$ cat src/hdl/wrrs_pkg.sv
package wrrs_pkg;

    // default ring size
    localparam int HISTORY_DEPTH_DEF = 32;

    // field widths
    localparam int TIME_W   = 32;
    localparam int TEMP_W   = 16;
    localparam int CMD_W    = 2;
    localparam int COUNT_W  = 6;
    localparam int SLOPE_W  = 32;
    localparam int STATUS_W = 2;
    localparam int GAP_W    = 16;
    localparam int CFG_W    = 32;
    localparam int CFG_IDX_W = 1;

    // command codes
    localparam logic [CMD_W-1:0] CMD_PUSH  = 2'd0;
    localparam logic [CMD_W-1:0] CMD_QUERY = 2'd1;
    localparam logic [CMD_W-1:0] CMD_CLEAR = 2'd2;

    // register indexes
    localparam logic [CFG_IDX_W-1:0] CFG_MIN_GAP = 1'd0;
    localparam logic [CFG_IDX_W-1:0] CFG_WINDOW  = 1'd1;

    // register reset values
    localparam logic [GAP_W-1:0] MIN_GAP_RST = 16'd100;
    localparam logic [CFG_W-1:0] WINDOW_RST  = 32'd60000;

    // status codes
    localparam logic [STATUS_W-1:0] ST_OK    = 2'd0;
    localparam logic [STATUS_W-1:0] ST_FEW   = 2'd1;
    localparam logic [STATUS_W-1:0] ST_DEGEN = 2'd2;

    // 60000 ms per minute times the 1/64 to 1/256 format change
    localparam int SCALE_W = 18;
    localparam logic [SCALE_W-1:0] SLOPE_SCALE = 18'd240000;

    typedef enum logic [3:0] {
        S_IDLE,
        S_PUSH,
        S_CLEAR,
        S_READ,
        S_ACC,
        S_DEN,
        S_MUL_SQ,
        S_NUM,
        S_CHK,
        S_MUL_PROD,
        S_DIV_LOAD,
        S_DIV,
        S_SAT,
        S_DONE
    } t_state;

    // controller to datapath
    typedef struct packed {
        logic latch;
        logic push;
        logic clear;
        logic acc;
        logic set_count;
        logic set_few;
        logic den_prep;
        logic mul_step;
        logic num;
        logic prod_load;
        logic div_load;
        logic div_step;
        logic set_slope;
        logic set_degen;
    } t_dp_cmd;

    // datapath to controller
    typedef struct packed {
        logic walk_end;
        logic in_window;
        logic few;
        logic den_zero;
        logic cnt_last;
    } t_dp_stat;

endpackage

$ cat src/hdl/wrrs_ctrl.sv
module wrrs_ctrl (
    input  logic                          i_clk,
    input  logic                          i_rst_n,
    input  logic                          start,
    input  logic [wrrs_pkg::CMD_W-1:0]    i_command,
    input  wrrs_pkg::t_dp_stat            i_stat,
    output wrrs_pkg::t_dp_cmd             o_cmd,
    output logic                          busy,
    output logic                          o_done
);

    wrrs_pkg::t_state r_state;
    wrrs_pkg::t_state n_state;

    // state register
    always_ff @(posedge i_clk) begin
        if (!i_rst_n) begin
            r_state <= wrrs_pkg::S_IDLE;
        end else begin
            r_state <= n_state;
        end
    end

    // next state
    always_comb begin
        n_state = r_state;
        unique case (r_state)
            wrrs_pkg::S_IDLE: begin
                if (start) begin
                    unique case (i_command)
                        wrrs_pkg::CMD_PUSH:  n_state = wrrs_pkg::S_PUSH;
                        wrrs_pkg::CMD_QUERY: n_state = wrrs_pkg::S_READ;
                        wrrs_pkg::CMD_CLEAR: n_state = wrrs_pkg::S_CLEAR;
                        default:             n_state = wrrs_pkg::S_DONE;
                    endcase
                end
            end
            wrrs_pkg::S_PUSH:  n_state = wrrs_pkg::S_DONE;
            wrrs_pkg::S_CLEAR: n_state = wrrs_pkg::S_DONE;
            wrrs_pkg::S_READ: begin
                n_state = i_stat.walk_end ? wrrs_pkg::S_DEN : wrrs_pkg::S_ACC;
            end
            wrrs_pkg::S_ACC: begin
                n_state = i_stat.in_window ? wrrs_pkg::S_READ : wrrs_pkg::S_DEN;
            end
            wrrs_pkg::S_DEN: begin
                n_state = i_stat.few ? wrrs_pkg::S_DONE : wrrs_pkg::S_MUL_SQ;
            end
            wrrs_pkg::S_MUL_SQ: begin
                if (i_stat.cnt_last) n_state = wrrs_pkg::S_NUM;
            end
            wrrs_pkg::S_NUM: n_state = wrrs_pkg::S_CHK;
            wrrs_pkg::S_CHK: begin
                n_state = i_stat.den_zero ? wrrs_pkg::S_DONE : wrrs_pkg::S_MUL_PROD;
            end
            wrrs_pkg::S_MUL_PROD: begin
                if (i_stat.cnt_last) n_state = wrrs_pkg::S_DIV_LOAD;
            end
            wrrs_pkg::S_DIV_LOAD: n_state = wrrs_pkg::S_DIV;
            wrrs_pkg::S_DIV: begin
                if (i_stat.cnt_last) n_state = wrrs_pkg::S_SAT;
            end
            wrrs_pkg::S_SAT:  n_state = wrrs_pkg::S_DONE;
            wrrs_pkg::S_DONE: n_state = wrrs_pkg::S_IDLE;
            default:          n_state = wrrs_pkg::S_IDLE;
        endcase
    end

    // outputs
    always_comb begin
        o_cmd  = '0;
        busy   = 1'b1;
        o_done = 1'b0;
        unique case (r_state)
            wrrs_pkg::S_IDLE: begin
                busy        = 1'b0;
                o_cmd.latch = start;
            end
            wrrs_pkg::S_PUSH:  o_cmd.push = 1'b1;
            wrrs_pkg::S_CLEAR: o_cmd.clear = 1'b1;
            wrrs_pkg::S_READ:  o_cmd = '0;
            wrrs_pkg::S_ACC:   o_cmd.acc = i_stat.in_window;
            wrrs_pkg::S_DEN: begin
                o_cmd.set_count = 1'b1;
                o_cmd.set_few   = i_stat.few;
                o_cmd.den_prep  = !i_stat.few;
            end
            wrrs_pkg::S_MUL_SQ:   o_cmd.mul_step = 1'b1;
            wrrs_pkg::S_NUM:      o_cmd.num = 1'b1;
            wrrs_pkg::S_CHK: begin
                o_cmd.set_degen = i_stat.den_zero;
                o_cmd.prod_load = !i_stat.den_zero;
            end
            wrrs_pkg::S_MUL_PROD: o_cmd.mul_step = 1'b1;
            wrrs_pkg::S_DIV_LOAD: o_cmd.div_load = 1'b1;
            wrrs_pkg::S_DIV:      o_cmd.div_step = 1'b1;
            wrrs_pkg::S_SAT:      o_cmd.set_slope = 1'b1;
            wrrs_pkg::S_DONE:     o_done = 1'b1;
            default:              o_cmd = '0;
        endcase
    end

endmodule

$ cat config.mk
export PLATFORM = sky130hd
export DESIGN_NAME = wrrs_ctrl
export DESIGN_NICKNAME = d
export VERILOG_FILES = /design/src/hdl/wrrs_pkg.sv /design/src/hdl/wrrs_ctrl.sv
export SDC_FILE = /design/constraint.sdc
export NUM_CORES = 1
export LEC_CHECK = 0
export ABC_CLOCK_PERIOD_IN_PS = 1500
export BUFFER_PORTS_ARGS = -buffer_cell sky130_fd_sc_hd__buf_2
export CORE_ASPECT_RATIO = 0.9
export CORE_UTILIZATION = 35
export CTS_CLUSTER_SIZE = 28
export DETAILED_ROUTE_END_ITERATION = 8
export HOLD_SLACK_MARGIN = 0.05
export PLACE_DENSITY_LB_ADDON = 0.05
export RECOVER_POWER = 25
export SLEW_MARGIN = 20
export SYNTH_ARGS = -nofsm -noshare
export SYNTH_HDL_FRONTEND = slang
export SYNTH_SLANG_ARGS = --single-unit
$ cat constraint.sdc
create_clock -name i_clk -period 1.5 [get_ports i_clk]
set_input_delay 0.075 -clock i_clk [delete_from_list [all_inputs] [get_ports i_clk]]
set_output_delay 0.075 -clock i_clk [all_outputs]
set_load 0.05 [all_outputs]
==> reports/results.ini <==
[outcome]
status=complete, no violations

[sta]
period_needed_ns=1.47
fmax_ghz=0.681
skew_ns=0.00277
rsz0062_at_grt=yes
slew_viol_final=0
timing.final.crit_share=0.980
slew-limit-headroom=0.817
worstMarginPinSlew_ns=0.276
setup_viol=0
hold_viol=0

[drt]
vias=766
first_pass_iters=4
viasPerCell=5.18
wl_per_cell_um=12.9
drc=0
drt_iter0_markers=15
routed_wl_mm=1.90
ant_nets=0

[worst_setup_path]
startpoint_type=flip-flop
cp.required_ns=1.62
crit_path_end_kind=flip-flop
critPathMaxFanout=6
arrival_ns=1.59
slowest_stage=or4_4
critPathMaxStageDelay_ns=0.53
ff2ff_setup_slack_ns=0.03
path_class=reg -> reg
path_cells=or4_4, a21oi_4, a21o_1, o32ai_1, and3_1

[synthesis]
ys.flop_type=dfxtp_1
ys_seq_area_frac=0.141
ys_top_cells_by_area=dfxtp_1, nor2_1, nand2_1
synth_top_family_by_area=simple AND/OR/NAND/NOR gates
yosys_warnings=0
synth_xor_area_frac=0.0154
avgSynthCellArea_um2=6.47
yosysTopAreaCellShare=0.141
synth.distinct_cells=40
synth_most_common_cell=nor2_1
synth_compound_area_frac=0.290
syn_area_um2=569
synth_fa_ha_area_frac=0.0440
syn_nets=100
synth_edf_count=0
ys_ff_latch=4
synthArstFlopShare=0
yosysTopAreaCell=dfxtp_1
synth-simple-area-share=0.409
synth_mux_area_frac=0
syn_inst=88
synth_commonest_cells=nor2_1, nand2_1, inv_1

[floorplan]
die_area_um2=1790
core_area_um2=1480
pin_count=26
die_w_um=44.5
chipHeight_um=40.3
core.rowCount=13
start_util=0.385

[global_routing]
overflow=0
track_usage=0.240
antenna_found_initial=0
grt_first_pass_wirelength_mm=3.02
grt_max_degree=11
grt_pass1_vias=688

[power]
p_int_mw=1.06
pwr-share-clk=0.057
netSwitchingFraction=0.543
powerDensity_nw_per_um2=2390
ir_drop_mv=1.03
p_leak_nw=0.453
p_sw_mw=1.26
combPwrFrac=0.820
power_frac_seq=0.123

[cts]
root_buffer=clkbuf_4
clkLatencyLatePin_ns=0.23
clockBufferDepth=2
cts_hold_buf=0
numCtsBuffers=3
h-tree-depth=1
cts.clk_slew.worst_paths_ns=0.04
cts_tree=done
clock_sinks=4

[layout]
top_register=r_state
final_util=0.653
finalNonFillerCells=148
drive_gt1_frac=0.516
area_delta_synth_final_pct=69.9
largest_reg_flops=4
largestRegisters=r_state: 4 flops
n_antenna_cell=0
fin_nets=140

[placed_design]
gp_congestion=0.799
dp_cells=143
place_hpwl_mm=1.51
port_buffers=25

[job]
maxCapViolCount=0

[hold_path]
min_path_type=in -> reg

[path summary, 6_finish.rpt]
path | start | depth (start not counted) | endpoint
worst min-delay path | i_rst_n | 2 | r_state[2]
worst min register to register | r_state[2] | 2 | r_state[3]
worst max-delay path | r_state[1] | 5 | r_state[3]
worst max register to register | r_state[1] | 5 | r_state[3]
[per-stage QoR]
stage                     setup TNS [ns]  hold slack [ns]  power (mW)  setup slack [ns]  area [um^2]
after floorplan                   -0.293            0.193        1.52            -0.226          626
after global placement           -0.0517            0.341        2.00           -0.0270          858
after CTS                              0            0.103        2.24            0.0118          935
after global routing              -0.113           0.0911        2.49           -0.0388          967
after detailed placement         -0.0393            0.343        2.01           -0.0249          858
final                                  0            0.106        2.31            0.0306          967
[layout make-up]
cell class	count	area, um^2
inverters	5	18.8
well taps	22	27.5
repair buffers	42	309
fillers	155	513
multi-input cells	72	499
clock buffers	3	22.5
flip-flops and latches	4	90.1
[metal layers]
metal | share of wire | wire length [um] | GRT usage | vias to the layer above
met1 | 0.49 | 939 | 0.323 | 349
met5 | 0 | 0 | 0 | -
met2 | 0.47 | 898 | 0.419 | 23
met4 | 0 | 0 | 0 | 0
li1 | - | - | - | 394
met3 | 0.034 | 65 | 0.0541 | 0
[critical path, delay by kind of cell (launching register included)]
kind | cells | cell delay (ns)
compound gates | 3 | 0.34
flops | 1 | 0.34
simple gates | 2 | 0.69
[logic make-up after synthesis]
logic type,Yosys count
adder cells (fa/ha/maj),2
XOR/XNOR,1
AND/OR/NAND/NOR,46
AO/OA/AOI/OAI,23
buffers and inverters,12
flip-flops,4
[power by group through the flow]
stage,clock (mW),sequential [mW],combinational (mW)
floorplan,0,0.184,1.33
global placement,0,0.263,1.74
detailed placement,0,0.264,1.75
CTS,0.135,0.278,1.83
global route,0.152,0.289,2.05
finish,0.131,0.285,1.90
[layout by cell type, fill, tap and decap left out, types with 2 or more instances in the layout]
cell type,Yosys,layout
dfxtp_2,0,2
and3_1,2,2
or3_1,2,2
nor3_2,0,2
a21oi_1,4,4
nor2_1,14,11
nor2b_1,2,2
clkbuf_4,0,4
ha_1,2,2
buf_2,4,13
o21ai_0,3,2
buf_4,0,21
nor2_2,0,2
nand2_1,11,10
clkbuf_2,0,2
dfxtp_4,0,2
buf_6,1,3
inv_1,5,4
[what timing repair did]
item	4_1_cts	5_1_grt
resized for setup	19	12
endpoints found under the setup margin	17	16
buffers inserted	0	2
pin swaps	1	1
gates cloned	0	0
Power figures use the tool's default switching activity.
